File: config.mk
export PLATFORM = sky130hd
export DESIGN_NAME = compare_match_timer_channel_unit
export DESIGN_NICKNAME = d
export VERILOG_FILES = /design/src/hw/rtl/cmt_pkg.sv /design/src/hw/rtl/compare_match_timer_channel_unit.sv /design/src/hw/rtl/cmt_prescale.sv /design/src/hw/rtl/cmt_core.sv
export SDC_FILE = /design/constraint.sdc
export NUM_CORES = 1
export LEC_CHECK = 0
export BUFFER_PORTS_ARGS = -buffer_cell sky130_fd_sc_hd__buf_2
export CORE_MARGIN = 3
export CORE_UTILIZATION = 51
export CTS_BUF_LIST = sky130_fd_sc_hd__clkbuf_4 sky130_fd_sc_hd__clkbuf_8
export CTS_CLUSTER_SIZE = 12
export DETAILED_ROUTE_END_ITERATION = 7
export PLACE_DENSITY = 0.69
export SYNTH_ARGS = -nofsm -noshare
export SYNTH_HDL_FRONTEND = slang
export SYNTH_SLANG_ARGS = --single-unit
File: constraint.sdc
create_clock -name clk -period 5.5 [get_ports clk]
set_input_delay 1.1 -clock clk [delete_from_list [all_inputs] [get_ports clk]]
set_output_delay 1.1 -clock clk [all_outputs]
set_load 0.03 [all_outputs]
File: src/hw/rtl/cmt_pkg.sv
// Shared types, register codes and the prescale table for the compare-match timer channel.
`timescale 1ns / 1ps
`default_nettype none

package cmt_pkg;

    // Default counter width
    localparam int CMT_COUNT_WIDTH = 16;

    // Bus-side field widths
    localparam int DATA_W  = 16;
    localparam int KIND_W  = 2;
    localparam int SEL_W   = 3;
    localparam int PSC_W   = 12;
    localparam int CODE_W  = 3;

    // Item kinds
    localparam logic [KIND_W-1:0] KIND_TICK  = 2'd0;
    localparam logic [KIND_W-1:0] KIND_EDGE  = 2'd1;
    localparam logic [KIND_W-1:0] KIND_WRITE = 2'd2;
    localparam logic [KIND_W-1:0] KIND_READ  = 2'd3;

    // Register map
    localparam logic [SEL_W-1:0] REG_CMP_A  = 3'd0;
    localparam logic [SEL_W-1:0] REG_CMP_B  = 3'd1;
    localparam logic [SEL_W-1:0] REG_COUNT  = 3'd2;
    localparam logic [SEL_W-1:0] REG_CTRL   = 3'd3;
    localparam logic [SEL_W-1:0] REG_CLKCTL = 3'd4;
    localparam logic [SEL_W-1:0] REG_PAUSE  = 3'd5;

    // Control register bits
    localparam int CTRL_RUN    = 0;
    localparam int CTRL_PRESET = 1;
    localparam int CTRL_OE     = 2;
    localparam int CTRL_EXT    = 3;
    localparam int CTRL_INV    = 4;

    // Clock control register bits
    localparam int CLKCTL_EN = 3;

    // One input beat
    typedef struct packed {
        logic [KIND_W-1:0] kind;
        logic [SEL_W-1:0]  reg_select;
        logic [DATA_W-1:0] write_data;
    } item_t;

    // One result beat
    typedef struct packed {
        logic [DATA_W-1:0] read_data;
        logic              timer_output;
        logic              match_a;
        logic              match_b;
    } result_t;

    // Core to prescaler control
    typedef struct packed {
        logic              tick_en;
        logic              clear;
        logic [CODE_W-1:0] code;
    } psc_ctl_t;

    // Prescale divisor: 1, 2, 4, 16, 64, 256, 1024, 4096
    function automatic logic [PSC_W:0] psc_divisor(input logic [CODE_W-1:0] code);
        logic [PSC_W:0] div;
        unique case (code)
            3'd0:    div = 13'd1;
            3'd1:    div = 13'd2;
            3'd2:    div = 13'd4;
            3'd3:    div = 13'd16;
            3'd4:    div = 13'd64;
            3'd5:    div = 13'd256;
            3'd6:    div = 13'd1024;
            default: div = 13'd4096;
        endcase
        return div;
    endfunction

endpackage

`default_nettype wire

File: src/hw/rtl/compare_match_timer_channel_unit.sv
// Top level of the compare-match timer channel: input register, core and result register.
//
//  Channel  Signals                          Beat
//  item     item_valid, item_stall, item     kind, reg_select, write_data
//  result   result_valid, result_stall,      read_data, timer_output,
//           result                           match_a, match_b
//
//  One item per cycle sustained while result_stall stays low; each result passes through the
//  input register, then the result register, before it is offered.
//  The core's single-pass update lies between the two registers.
//  Reset (rst_n low) clears all timer registers, the prescaler and both valid flags.
//  A stalled result holds the result register; the input register then holds and
//  item_stall rises only while it is full.
`timescale 1ns / 1ps
`default_nettype none

module compare_match_timer_channel_unit
    import cmt_pkg::*;
#(
    parameter int COUNT_WIDTH = CMT_COUNT_WIDTH
)
(
    input  wire logic  clk,
    input  wire logic  rst_n,
    input  wire logic  item_valid,
    output logic       item_stall,
    input  wire item_t item,
    output logic       result_valid,
    input  wire logic  result_stall,
    output result_t    result
);

    logic    in_valid_reg;
    item_t   in_item_reg;
    logic    out_valid_reg;
    result_t out_reg;
    logic    fire;
    result_t core_result;

    // Move the held item into the result register when that stage is free
    assign fire       = in_valid_reg && (!out_valid_reg || !result_stall);
    assign item_stall = in_valid_reg && !fire;

    cmt_core #(
        .COUNT_WIDTH (COUNT_WIDTH)
    ) u_core (
        .clk    (clk),
        .rst_n  (rst_n),
        .fire   (fire),
        .item   (in_item_reg),
        .result (core_result)
    );

    // Input register
    always_ff @(posedge clk or negedge rst_n)
    begin
        if (!rst_n)
        begin
            in_valid_reg <= 1'b0;
        end
        else if (!item_stall)
        begin
            in_valid_reg <= item_valid;
        end
    end

    always_ff @(posedge clk)
    begin
        if (item_valid && !item_stall)
        begin
            in_item_reg <= item;
        end
    end

    // Result register
    always_ff @(posedge clk or negedge rst_n)
    begin
        if (!rst_n)
        begin
            out_valid_reg <= 1'b0;
        end
        else if (fire)
        begin
            out_valid_reg <= 1'b1;
        end
        else if (!result_stall)
        begin
            out_valid_reg <= 1'b0;
        end
    end

    always_ff @(posedge clk)
    begin
        if (fire)
        begin
            out_reg <= core_result;
        end
    end

    assign result_valid = out_valid_reg;
    assign result       = out_reg;

    // Input side stalls only while a taken item is waiting behind a full result stage
    assert property (@(posedge clk) disable iff (!rst_n)
        item_stall |-> in_valid_reg && out_valid_reg && result_stall)
        else $error("input stalled without a blocked result");

endmodule

`default_nettype wire

File: src/hw/rtl/cmt_prescale.sv
// Source-clock prescaler: counts qualified ticks and flags a count step at the divisor.
`timescale 1ns / 1ps
`default_nettype none

module cmt_prescale
    import cmt_pkg::*;
(
    input  wire logic     clk,
    input  wire logic     rst_n,
    input  wire psc_ctl_t ctl,
    output logic          step
);

    logic [PSC_W-1:0] count_reg;
    logic [PSC_W-1:0] count_next;
    logic [PSC_W:0]   div;
    logic [PSC_W:0]   count_inc;

    // Terminal count detect
    always_comb
    begin
        div       = psc_divisor(ctl.code);
        count_inc = {1'b0, count_reg} + {{PSC_W{1'b0}}, 1'b1};
        step      = ctl.tick_en && (count_inc >= div);
    end

    // Next count
    always_comb
    begin
        count_next = count_reg;
        if (ctl.clear || step)
        begin
            count_next = '0;
        end
        else if (ctl.tick_en)
        begin
            count_next = count_inc[PSC_W-1:0];
        end
    end

    always_ff @(posedge clk or negedge rst_n)
    begin
        if (!rst_n)
        begin
            count_reg <= '0;
        end
        else
        begin
            count_reg <= count_next;
        end
    end

    // A clock control write restarts the prescaler
    assert property (@(posedge clk) disable iff (!rst_n)
        ctl.clear |=> count_reg == '0)
        else $error("prescaler not cleared after clock control write");

endmodule

`default_nettype wire

File: src/hw/rtl/cmt_core.sv
// Timer channel state, register decode, count step and output level logic.
`timescale 1ns / 1ps
`default_nettype none

module cmt_core
    import cmt_pkg::*;
#(
    parameter int COUNT_WIDTH = CMT_COUNT_WIDTH
)
(
    input  wire logic  clk,
    input  wire logic  rst_n,
    input  wire logic  fire,
    input  wire item_t item,
    output result_t    result
);

    logic [COUNT_WIDTH-1:0] count_reg, count_next;
    logic [COUNT_WIDTH-1:0] cmp_a_reg, cmp_a_next;
    logic [COUNT_WIDTH-1:0] cmp_b_reg, cmp_b_next;
    logic                   run_reg, run_next;
    logic                   oe_reg, oe_next;
    logic                   inv_reg, inv_next;
    logic                   ext_reg, ext_next;
    logic                   clk_en_reg, clk_en_next;
    logic [CODE_W-1:0]      code_reg, code_next;
    logic                   level_reg, level_next;
    logic                   pause_reg, pause_next;

    logic                   active;
    logic                   psc_step;
    psc_ctl_t               psc_ctl;
    logic                   step_en;
    logic                   wrap;
    logic [COUNT_WIDTH-1:0] stepped;
    logic                   hit_a;
    logic [COUNT_WIDTH-1:0] wdata;
    logic [COUNT_WIDTH+DATA_W-1:0] wdata_ext;
    logic [COUNT_WIDTH+DATA_W-1:0] rd_ext;
    logic [DATA_W-1:0]      rd;
    logic                   ma, mb;

    assign active = run_reg && !pause_reg;

    // Prescaler hookup
    always_comb
    begin
        psc_ctl.tick_en = fire && (item.kind == KIND_TICK) && active && clk_en_reg && !ext_reg;
        psc_ctl.clear   = fire && (item.kind == KIND_WRITE) && (item.reg_select == REG_CLKCTL);
        psc_ctl.code    = code_reg;
    end

    cmt_prescale u_prescale (
        .clk   (clk),
        .rst_n (rst_n),
        .ctl   (psc_ctl),
        .step  (psc_step)
    );

    // Count step: wrap at compare B, else increment at full width
    always_comb
    begin
        step_en = psc_step ||
                  (fire && (item.kind == KIND_EDGE) && active && ext_reg);
        wrap    = (count_reg == cmp_b_reg);
        stepped = wrap ? '0 : count_reg + {{(COUNT_WIDTH-1){1'b0}}, 1'b1};
        hit_a   = (stepped == cmp_a_reg);
    end

    // Write data fitted to the counter width
    always_comb
    begin
        wdata_ext = {{COUNT_WIDTH{1'b0}}, item.write_data};
        wdata     = wdata_ext[COUNT_WIDTH-1:0];
    end

    // Read mux
    always_comb
    begin
        rd_ext = '0;
        unique case (item.reg_select)
            REG_CMP_A:  rd_ext = {{DATA_W{1'b0}}, cmp_a_reg};
            REG_CMP_B:  rd_ext = {{DATA_W{1'b0}}, cmp_b_reg};
            REG_COUNT:  rd_ext = {{DATA_W{1'b0}}, count_reg};
            REG_CTRL:   rd_ext[CTRL_INV:0] = {inv_reg, ext_reg, oe_reg, 1'b0, run_reg};
            REG_CLKCTL: rd_ext[CLKCTL_EN:0] = {clk_en_reg, code_reg};
            REG_PAUSE:  rd_ext[0] = pause_reg;
            default:    rd_ext = '0;
        endcase
        rd = (item.kind == KIND_READ) ? rd_ext[DATA_W-1:0] : '0;
    end

    // Next state
    always_comb
    begin
        count_next  = count_reg;
        cmp_a_next  = cmp_a_reg;
        cmp_b_next  = cmp_b_reg;
        run_next    = run_reg;
        oe_next     = oe_reg;
        inv_next    = inv_reg;
        ext_next    = ext_reg;
        clk_en_next = clk_en_reg;
        code_next   = code_reg;
        level_next  = level_reg;
        pause_next  = pause_reg;
        ma          = 1'b0;
        mb          = 1'b0;

        if (step_en)
        begin
            count_next = stepped;
            ma         = hit_a;
            mb         = wrap;
            if (wrap)
            begin
                level_next = 1'b0;
            end
            else if (hit_a)
            begin
                level_next = 1'b1;
            end
        end

        if (fire && (item.kind == KIND_WRITE))
        begin
            unique case (item.reg_select)
                REG_CMP_A: cmp_a_next = wdata;
                REG_CMP_B: cmp_b_next = wdata;
                REG_COUNT: count_next = wdata;
                REG_CTRL:
                begin
                    if (item.write_data[CTRL_PRESET])
                    begin
                        count_next = '0;
                        level_next = 1'b0;
                    end
                    run_next = item.write_data[CTRL_RUN];
                    oe_next  = item.write_data[CTRL_OE];
                    ext_next = item.write_data[CTRL_EXT];
                    inv_next = item.write_data[CTRL_INV];
                end
                REG_CLKCTL:
                begin
                    code_next   = item.write_data[CODE_W-1:0];
                    clk_en_next = item.write_data[CLKCTL_EN];
                end
                REG_PAUSE: pause_next = item.write_data[0];
                default: ;
            endcase
        end
    end

    // Result beat, seen after this item's update
    always_comb
    begin
        result.read_data    = rd;
        result.timer_output = oe_next && (level_next ^ inv_next);
        result.match_a      = ma;
        result.match_b      = mb;
    end

    always_ff @(posedge clk or negedge rst_n)
    begin
        if (!rst_n)
        begin
            count_reg  <= '0;
            cmp_a_reg  <= '0;
            cmp_b_reg  <= '0;
            run_reg    <= 1'b0;
            oe_reg     <= 1'b0;
            inv_reg    <= 1'b0;
            ext_reg    <= 1'b0;
            clk_en_reg <= 1'b0;
            code_reg   <= '0;
            level_reg  <= 1'b0;
            pause_reg  <= 1'b0;
        end
        else
        begin
            count_reg  <= count_next;
            cmp_a_reg  <= cmp_a_next;
            cmp_b_reg  <= cmp_b_next;
            run_reg    <= run_next;
            oe_reg     <= oe_next;
            inv_reg    <= inv_next;
            ext_reg    <= ext_next;
            clk_en_reg <= clk_en_next;
            code_reg   <= code_next;
            level_reg  <= level_next;
            pause_reg  <= pause_next;
        end
    end

    // A match-B wrap leaves the counter at zero and the level low
    assert property (@(posedge clk) disable iff (!rst_n)
        step_en && wrap |=> count_reg == '0 && !level_reg)
        else $error("match B did not wrap the counter");

    // Register accesses never raise match pulses
    assert property (@(posedge clk) disable iff (!rst_n)
        fire && (item.kind == KIND_WRITE || item.kind == KIND_READ)
            |-> !result.match_a && !result.match_b)
        else $error("match pulse on a register access");

endmodule

`default_nettype wire

==> results by group, run 1 <==
Synth
  • Yosys top cell by area: dfrtp_1
  • Synthesized cell area: 6480 sq um
  • Most frequent cell after synthesis: dfrtp_1
  • Synth unique cells: 66
  • Mapped Nets: 672
  • Area fraction of the dominant cell type after synthesis: 27.8%
  • Synth warnings: 0
  • Cells after synthesis: 637
  • Number of synthesized flops with an enable pin: 40
  • Avg Cell Area, Syn: 10.2 sq um
  • Most instantiated cells after synthesis: dfrtp_1, nor2_1, nand2_1
  • Flops & latches, synth: 112
  • Synth async-reset ratio: 64.3%
  • Top FF cell, synth: dfrtp_1
  • Register area share after synthesis: 46.4%
  • Synth top area cells: dfrtp_1, edfxtp_1, mux2_2, xor2_1, nor2_1

STA
  • Final Skew: 0.0120 ns
  • Hold WS: 0.516 ns
  • Tcrit/Tclk final: 71.8%
  • Worst slew margin: 27.5%
  • Setup TNS: 0 ns
  • Min Tclk post-route: 3.95 ns
  • Final setup vio count: 0
  • Fmax: 253 MHz
  • RSZ-0062 raised after global routing: no
  • Max Slew Vio Count: 0
  • Worst-Margin Slew: 1.09 ns
  • Final Hold Viols: 0

Detailed routing
  • Vias: 5008
  • TritonRoute pass-1 iters: 6
  • Vias/cell: 6.09
  • WL per Instance: 19.5 um
  • DRT iter0 DRCs: 472
  • Final wirelength: 16000 um
  • DRC: 0
  • Detail Route Antenna Nets: 0

Clocking
  • Post-CTS Resized: 0
  • Clock buffer depth: 2
  • CTS Buf Count: 9
  • Sink Count: 112
  • TritonCTS clock tree: built
  • CTS root buf: clkbuf_8
  • Clock-pin slew on the worst setup and hold paths: 0.10 ns
  • Clk_lat worst skew: 0.39 ns
  • # Post-CTS Setup Buffers: 0
  • H-tree levels: 3
  • CTS Hold Bufs: 0

Worst hold path
  • Worst Hold Class: reg -> reg

Power
  • Sw Share: 33.7%
  • Comb power frac: 23.6%
  • Seq pwr share: 54.2%
  • LEAKAGE: 2.82 nW
  • Internal power: 1.43 mW
  • Clk pwr share: 22.2%
  • Max VDD drop: 0.0979 mV
  • Switching pwr: 0.730 mW
  • Pwr Density: 312 nW/um^2

Floorplanning
  • Die height: 119 um
  • Die area: 14100 sq um
  • Rows: 40
  • Core area: 12200 sq um
  • Initial core utilization: 53.0%
  • I/O pin count: 46
  • Die X: 119 um

Final layout
  • Layout area overhead: 6.92%
  • Area of the multi-input gates: 3200 sq um
  • Final net count: 686
  • Share of layout cells above drive strength 1: 17.9%
  • Max reg flops: 21
  • Filler instances: 1062
  • Sequential cell area: 3000 sq um
  • Ant diodes: 0
  • Non-Filler Instances: 823

Critical path
  • Worst EP arrival: 4.23 ns
  • Critical path buffer and inverter count: 0
  • Reg2Reg Setup Slack: 1.55 ns
  • Crit path max fanout: 10
  • CP delay by family, top: compound AO/OA/AOI/OAI gates
  • CP Launch Type: flip-flop
  • WS Path Type: reg -> reg
  • WP data required: 5.79 ns
  • CP Capture Type: flip-flop
  • Slowest CP cell: o41ai_4
  • Worst stage delay on the critical path: 0.65 ns
  • Worst-path cell chain: nand4_1 > nor2_1 > xnor2_1 > ha_1 > a21oi_1 > o21ai_0 > o31a_1 > a32oi_1 > a211oi_2 > o41ai_4 > nand2b_1 > o31ai_1 > a22o_1

GRT
  • Initial antenna violation count: 0
  • Number of global-route vias before repair: 4791
  • Largest net degree at the start of global routing: 39
  • Global-route wire length before repair: 26200 um
  • Gr usage total: 23.5%
  • GR Overflow Total: 0

Placement
  • IO Port Bufs: 45
  • Placed insts: 808
  • Hpwl dp: 11200 um
  • Routability cong.: 0.934

Status
  • Status: finished, final reports clean

Job
  • Max-cap violations: 0
-- routing by layer --
metal | vias to the layer above | global-route usage [%] | wire length (um)
met5 | - | 0 | 0
met4 | 0 | 9.41 | 442
met3 | 32 | 2.97 | 1010
met2 | 205 | 35.1 | 7030
met1 | 2413 | 34.8 | 7540
li1 | 2358 | - | -
-- worst register-to-register path: cells and delay by family (launching register included) --
kind | cells | cell delay (ns)
and+or+nand+nor | 3 | 1.16
DFF | 1 | 0.48
xor gates and xnor gates | 1 | 0.17
adders and majority gates | 1 | 0.29
AOI/OAI and AO/OA | 8 | 1.75
-- metrics by stage --
stage	utilization, %	setup WS [ns]	power [mW]	cell area [sq um]
after floorplan	-	2.40	1.53	6480
after global placement	55.2	1.66	1.67	6740
after detailed placement	55.2	1.66	1.68	6740
after CTS	56.7	1.60	2.16	6920
after global routing	56.7	1.27	2.28	6920
final	56.7	1.55	2.16	6920
-- cell type report --
type / count / share of cell area, %
multi-input cells: 461 / 46.2
flip-flops and latches: 112 / 43.4
repair buffers: 51 / 3.90
well taps: 168 / 3.04
clock buffers: 10 / 1.90
inverters: 16 / 0.867
clock inverters: 5 / 0.705
-- power groups by stage --
stage                     combinational, mW  sequential [mW]  clock (mW)
final                                 0.509             1.17       0.481
after global routing                  0.563             1.19       0.523
after CTS                             0.505             1.16       0.492
after detailed placement              0.501             1.18           0
after global placement                0.494             1.18           0
after floorplan                       0.436             1.09           0
-- worst paths after layout --
path,to,start,depth (start not counted)
worst max-delay path,u_core.count_reg[7]$_DFF_PN0_,u_core.u_prescale.count_reg[2]$_DFFE_PN0P_,13
worst min-delay path,result_valid$_DFFE_PN0P_,in_valid_reg$_DFFE_PN0N_,1
worst max register to register,u_core.count_reg[7]$_DFF_PN0_,u_core.u_prescale.count_reg[2]$_DFFE_PN0P_,13
worst min register to register,result_valid$_DFFE_PN0P_,in_valid_reg$_DFFE_PN0N_,1
max in group asynchronous,u_core.cmp_a_reg[12]$_DFFE_PN0P_,rst_n,2
min in group asynchronous,u_core.pause_reg$_DFFE_PN0P_,rst_n,1
-- kinds of logic (layout without fill, tap and decap cells) --
logic type / count (synthesis) / after routing / share of synthesized area, %
and+or+nand+nor: 220 / 220 / 17.9
DFF: 112 / 112 / 46.4
xor gates and xnor gates: 41 / 41 / 5.54
AOI/OAI and AO/OA: 134 / 134 / 14.4
buffers and inverters: 64 / 82 / 4.21
muxes: 56 / 56 / 9.66
adders and majority gates: 10 / 10 / 1.93
-- cell usage in the layout, fill, tap and decap left out, types with 14 or more instances in the layout --
| cell type | count |
|---|---|
| nor2_1 | 56 |
| mux2_2 | 42 |
| dfrtp_1 | 72 |
| xnor2_1 | 15 |
| edfxtp_1 | 40 |
| buf_2 | 45 |
| nand3_1 | 22 |
| nor4_1 | 14 |
| xor2_1 | 26 |
| nand2_1 | 43 |
| inv_1 | 15 |
| o21ai_0 | 33 |
| a21oi_1 | 24 |
Note: power is estimated with default switching activity, not from simulation.
==> run 2, diff against run 1 <==
Clock period 5.5 ns to 3.9 ns, I/O delays scaled along.
==> run 2 against run 1 <==
Compared with the run above:
- clock power increased by 35%
- via count rose by 3.2%
- combinational power rose by 47%
- clock-buffer cell count up 1
- wire length is 3.8% higher
- clock skew grew 0.00062 ns
- first-iteration DRC count grew 21%
- non-clock buffer count grew 8
- global-route usage grew 0.60 points
- setup slack worse by 1.3 ns
- power is 41% higher
- sequential power is 40% higher
- largest cell class unchanged
==> results by group, run 2 (synthesis gave the netlist of run 1 again) <==
Status
  • Status: finished, final reports clean (unchanged)

GRT
  • Initial antenna violation count: 0 (unchanged)
  • GR Overflow Total: 0 (unchanged)
  • Gr usage total: 24.1% (was 23.5%)
  • Largest net degree at the start of global routing: 46 (was 39)
  • Global-route wire length before repair: 26600 um (was 26200 um)
  • Number of global-route vias before repair: 4907 (was 4791)

Detailed routing
  • DRC: 0 (unchanged)
  • Vias: 5167 (was 5008)
  • Uppermost layer routed: met4 (unchanged)
  • WL per Instance: 20.0 um (was 19.5 um)
  • M1 WL: 7360 um (was 7540 um)
  • TritonRoute pass-1 iters: 5 (was 6)
  • DRT iter0 DRCs: 569 (was 472)
  • Vias/cell: 6.21 (was 6.09)
  • Detail Route Antenna Nets: 0 (unchanged)
  • Wire length on met2: 7610 um (was 7030 um)
  • Final wirelength: 16600 um (was 16000 um)
  • Routed wl met3: 1310 um (was 1010 um)

Clocking
  • TritonCTS clock tree: built (unchanged)
  • # Post-CTS Setup Buffers: 0 (unchanged)
  • CTS Buf Count: 9 (unchanged)
  • Clock buffer depth: 2 (unchanged)
  • Clock-pin slew on the worst setup and hold paths: 0.11 ns (was 0.10 ns)
  • Sink Count: 112 (unchanged)
  • H-tree levels: 3 (unchanged)
  • Clk_lat worst skew: 0.39 ns (about the same)
  • CTS root buf: clkbuf_8 (unchanged)

Power
  • LEAKAGE: 2.86 nW (was 2.82 nW)
  • Pwr Density: 436 nW/um^2 (was 312 nW/um^2)
  • Pwr Total: 3.04 mW (was 2.16 mW)
  • Max VDD drop: 0.290 mV (was 0.0979 mV)

Floorplanning
  • I/O pin count: 46 (unchanged)
  • Die height: 119 um (unchanged)
  • Initial core utilization: 53.0% (unchanged)
  • Core area: 12200 sq um (unchanged)
  • Die X: 119 um (unchanged)
  • Die area: 14100 sq um (unchanged)
  • Rows: 40 (unchanged)

STA
  • Setup TNS: 0 ns (unchanged)
  • Final Hold Viols: 0 (unchanged)
  • RSZ-0062 raised after global routing: no (unchanged)
  • Final setup vio count: 0 (unchanged)
  • Max Slew Vio Count: 0 (unchanged)
  • Min Tclk post-route: 3.63 ns (was 3.95 ns)
  • Final Skew: 0.0126 ns (was 0.0120 ns)
  • Worst slew margin: 30.3% (was 27.5%)
  • Fmax: 275 MHz (was 253 MHz)
  • Worst-Margin Slew: 1.05 ns (was 1.09 ns)
  • Hold WS: 0.507 ns (was 0.516 ns)
  • Tcrit/Tclk final: 93.2% (was 71.8%)

Critical path
  • CP Launch Type: flip-flop (unchanged)
  • CP Capture Type: flip-flop (unchanged)
  • Worst EP arrival: 3.79 ns (was 4.23 ns)
  • WP data required: 4.05 ns (was 5.79 ns)
  • Crit path max fanout: 15 (was 10)
  • WS Path Type: reg -> reg (unchanged)

Placement
  • Hpwl dp: 12100 um (was 11200 um)
  • Placed insts: 816 (was 808)
  • IO Port Bufs: 45 (unchanged)
  • Routability cong.: 0.945 (was 0.934)

Final layout
  • Commonest non-fill, non-tap cell in the layout: dfrtp_1 (unchanged)
  • Ant diodes: 0 (unchanged)
  • Max reg flops: 21 (unchanged)
  • Non-Filler Instances: 832 (was 823)
  • Commonest non-fill, non-tap cells in the layout: dfrtp_1, nor2_1, buf_2 (unchanged)
  • Final core utilization: 57.2% (was 56.7%)
  • Area of the multi-input gates: 3200 sq um (about the same)
  • Layout area overhead: 7.86% (was 6.92%)
  • Share of layout cells above drive strength 1: 19.3% (was 17.9%)
  • Filler instances: 1079 (was 1062)
  • Final net count: 694 (was 686)
  • Sequential cell area: 3000 sq um (unchanged)

Worst hold path
  • Worst Hold Class: reg -> reg (unchanged)

Job
  • Max-cap violations: 0 (unchanged)
run 2: area by class of cell:
cell class / instances / area share, %
multi-input cells: 461 / 45.9
inverters: 16 / 0.860
clock inverters: 5 / 0.466
clock buffers: 11 / 2.08
repair buffers: 59 / 4.73
flip-flops and latches: 112 / 43.0
well taps: 168 / 3.01
run 2: through the flow:
step	setup slack, ns	area (sq um)
final	0.265	6990
after global routing	0.00631	6990
after CTS	0.328	6980
after detailed placement	0.358	6800
after global placement	0.450	6800
after floorplan	0.865	6480
run 2: worst paths after layout:
check	startpoint	endpoint	slack [ns]	depth (start not counted)
max	u_core.count_reg[5]$_DFF_PN0_	result[2]$_DFFE_PP_	0.27	9
min reg2reg	in_valid_reg$_DFFE_PN0N_	result_valid$_DFFE_PN0P_	0.51	1
min in group asynchronous	rst_n	u_core.u_prescale.count_reg[1]$_DFFE_PN0P_	0.54	1
max in group asynchronous	rst_n	u_core.cmp_b_reg[12]$_DFFE_PN0P_	2.55	2
min	in_valid_reg$_DFFE_PN0N_	result_valid$_DFFE_PN0P_	0.51	1
max reg2reg	u_core.count_reg[5]$_DFF_PN0_	result[2]$_DFFE_PP_	0.27	9
run 2: power by group:
part	total [mW]	switching, mW	internal (mW)
clock	0.651	0.396	0.255
combinational	0.749	0.397	0.352
sequential	1.64	0.261	1.38
total	3.04	1.05	1.99
run 2: routing by layer:
metal,up-vias,track usage [%]
met3,32,6.03
met2,250,37.2
met1,2495,33.8
met4,0,6.95
met5,-,0
li1,2390,-
run 2: critical path, cell delays in order, from the launching register on:
cell and delay, ns:
dfrtp_1 0.72, clkinv_1 0.40, or4_1 0.63, xor2_1 0.34
nor4bb_1 0.37, o31ai_1 0.12, a32o_1 0.28, nor4_1 0.30
o21a_1 0.18, o21ai_1 0.07
run 2: repair_timing:
action                                  4_1_cts  5_1_grt
hold buffers                                  0        0
gates resized for setup                       0        1
endpoints found under the setup margin        0        4
==> run 3, diff against run 2 <==
Settings changed: CORE_UTILIZATION 51 to 40, PLACE_DENSITY 0.69 to default.
==> run 3 against run 2 <==
Compared with the run above:
- design area grew 0.95%
- clock-buffer cell count grew 1
- first-iteration DRC count shrank 28%
- maximum frequency grew 1.0%
- global-route usage shrank 5.2 points
- critical endpoint unchanged
==> results by group, run 3 (synthesis gave the netlist of run 1 again) <==
Clocking
  • CTS root buf: clkbuf_8 (unchanged)
  • Sink Count: 112 (unchanged)
  • # Post-CTS Setup Buffers: 0 (unchanged)
  • TritonCTS clock tree: built (unchanged)
  • Clk_lat worst skew: 0.40 ns (was 0.39 ns)
  • Clock-pin slew on the worst setup and hold paths: 0.11 ns (about the same)
  • CTS Buf Count: 9 (unchanged)
  • H-tree levels: 3 (unchanged)
  • Clock buffer depth: 2 (unchanged)
  • Post-CTS Resized: 0 (unchanged)
  • CTS Hold Bufs: 0 (unchanged)

GRT
  • Met2 GRT Util: 30.7% (was 37.2%)
  • Global-route wire length before repair: 26900 um (was 26600 um)
  • GR Overflow Total: 0 (unchanged)
  • Met3 Usage GRT: 4.31% (was 6.03%)
  • Initial antenna violation count: 0 (unchanged)
  • Grt peak-use layer: met2 (unchanged)
  • Largest net degree at the start of global routing: 73 (was 46)
  • Gr usage total: 18.9% (was 24.1%)
  • Met1 Use GR: 25.8% (was 33.8%)
  • Number of global-route vias before repair: 5002 (was 4907)

Critical path
  • CP delay by family, top: simple AND/OR/NAND/NOR gates (unchanged)
  • Critical path buffer and inverter count: 0 (was 1)
  • Crit path max fanout: 15 (unchanged)
  • Slowest CP cell: dfrtp_1 (unchanged)
  • Worst Setup SP: u_core.count_reg[5]$_DFF_PN0_ (unchanged)
  • CP Capture Type: flip-flop (unchanged)
  • CP Launch Type: flip-flop (unchanged)
  • R2R Path Start: u_core.count_reg[5]$_DFF_PN0_ (unchanged)
  • WP data required: 4.03 ns (was 4.05 ns)
  • WS Path Type: reg -> reg (unchanged)
  • Worst EP arrival: 3.73 ns (was 3.79 ns)
  • Worst-path cell chain: nand4_1 > nor4_1 > xnor2_1 > xnor2_1 > or4b_1 > a32o_1 > nor4_1 > o21a_1 > o21ai_1 (was clkinv_1 > or4_1 > xor2_1 > nor4bb_1 > o31ai_1 > a32o_1 > nor4_1 > o21a_1 > o21ai_1)
  • Worst stage delay on the critical path: 0.71 ns (was 0.72 ns)

STA
  • Worst slew margin: 21.3% (was 30.3%)
  • Final setup vio count: 0 (unchanged)
  • Fmax: 278 MHz (was 275 MHz)
  • Min Tclk post-route: 3.60 ns (was 3.63 ns)
  • Setup TNS: 0 ns (unchanged)
  • Final Skew: 0.0234 ns (was 0.0126 ns)
  • Worst-Margin Slew: 1.18 ns (was 1.05 ns)
  • Max Slew Vio Count: 0 (unchanged)
  • Hold WS: 0.500 ns (was 0.507 ns)
  • Tcrit/Tclk final: 92.2% (was 93.2%)
  • RSZ-0062 raised after global routing: no (unchanged)
  • Final Hold Viols: 0 (unchanged)
  • Final worst slack: 0.303 ns (was 0.265 ns)

Floorplanning
  • Initial core utilization: 41.7% (was 53.0%)
  • Die area: 17800 sq um (was 14100 sq um)
  • Die height: 133 um (was 119 um)
  • Core area: 15500 sq um (was 12200 sq um)
  • Die X: 133 um (was 119 um)
  • Rows: 45 (was 40)
  • I/O pin count: 46 (unchanged)

Power
  • Seq pwr share: 53.4% (was 54.0%)
  • Pwr Total: 3.06 mW (was 3.04 mW)
  • Clk pwr share: 22.0% (was 21.4%)
  • Pwr Density: 434 nW/um^2 (was 436 nW/um^2)
  • Switching pwr: 1.05 mW (about the same)
  • Sw Share: 34.2% (was 34.6%)
  • LEAKAGE: 2.87 nW (was 2.86 nW)
  • Comb power frac: 24.6% (about the same)
  • Max VDD drop: 0.246 mV (was 0.290 mV)
  • Internal power: 2.01 mW (was 1.99 mW)

Placement
  • Routability cong.: 0.911 (was 0.945)
  • IO Port Bufs: 45 (unchanged)
  • Place WS: 0.391 ns (was 0.358 ns)
  • Hpwl dp: 11900 um (was 12100 um)

Worst hold path
  • Worst Hold Class: reg -> reg (unchanged)
  • Worst Min Path Start: in_valid_reg$_DFFE_PN0N_ (unchanged)

Detailed routing
  • DRC: 0 (unchanged)
  • Vias/cell: 5.68 (was 6.21)
  • Final wirelength: 16400 um (was 16600 um)
  • WL per Instance: 18.7 um (was 20.0 um)
  • Vias: 4973 (was 5167)
  • Detail Route Antenna Nets: 0 (unchanged)
  • DRT iter0 DRCs: 411 (was 569)
  • TritonRoute pass-1 iters: 5 (unchanged)

Final layout
  • Commonest non-fill, non-tap cell in the layout: dfrtp_1 (unchanged)
  • Share of layout cells above drive strength 1: 19.2% (was 19.3%)
  • Commonest non-fill, non-tap cells in the layout: dfrtp_1, nor2_1, buf_2 (unchanged)
  • Ant diodes: 0 (unchanged)
  • Layout area overhead: 8.89% (was 7.86%)
  • Max reg flops: 21 (unchanged)
  • Final net count: 695 (was 694)
  • Final core utilization: 45.4% (was 57.2%)

Job
  • Max-cap violations: 0 (unchanged)

Status
  • Status: finished, final reports clean (unchanged)
==> run 3: cell count changes in the layout (fill, tap and decap cells not counted), sizes merged <==
cell / previous run / this run
buf: 59 / 60
clkbuf: 11 / 12
clkinvlp: 3 / 0
inv: 15 / 17
==> run 3: area by class of cell <==
| type | count | area [sq um] |
|---|---|---|
| fill | 1523 | 8490 |
| multi-input combinational | 461 | 3200 |
| sequential | 112 | 3000 |
| timing repair buffer | 60 | 338 |
| tap | 211 | 264 |
| clock buffer | 12 | 159 |
| inverter | 16 | 60.1 |
| clock inverter | 4 | 27.5 |
==> run 3: power groups by stage <==
stage / logic [mW] / registers (mW) / clock network, mW
finish: 0.752 / 1.63 / 0.674
floorplan: 0.615 / 1.54 / 0
global placement: 0.724 / 1.64 / 0
CTS: 0.748 / 1.63 / 0.702
detailed placement: 0.743 / 1.65 / 0
global route: 0.824 / 1.66 / 0.748
==> run 3: through the flow <==
| stage | instance area, sq um | cells |
|---|---|---|
| 2_1_floorplan | 6480 | 637 |
| 3_3_place_gp | 6870 | 860 |
| 3_5_place_dp | 6870 | 860 |
| 4_1_cts | 7050 | 876 |
| 5_1_grt | 7050 | 876 |
| 6_report | 7050 | 876 |
==> run 3: worst paths after layout <==
kind | endpoint | slack [ns] | cells past startpoint
setup reg to reg | result[2]$_DFFE_PP_ | 0.30 | 9
max in group asynchronous | u_core.count_reg[15]$_DFF_PN0_ | 2.67 | 2
setup / recovery | result[2]$_DFFE_PP_ | 0.30 | 9
hold reg to reg | result_valid$_DFFE_PN0P_ | 0.50 | 1
min in group asynchronous | u_core.u_prescale.count_reg[1]$_DFFE_PN0P_ | 0.58 | 2
hold / removal | result_valid$_DFFE_PN0P_ | 0.50 | 1
==> run 3: layer usage <==
| layer | up-vias | share of wire (%) |
|---|---|---|
| li1 | 2367 | - |
| met1 | 2458 | 45 |
| met2 | 128 | 48 |
| met3 | 20 | 5.6 |
| met4 | 0 | 1.5 |
| met5 | - | 0 |
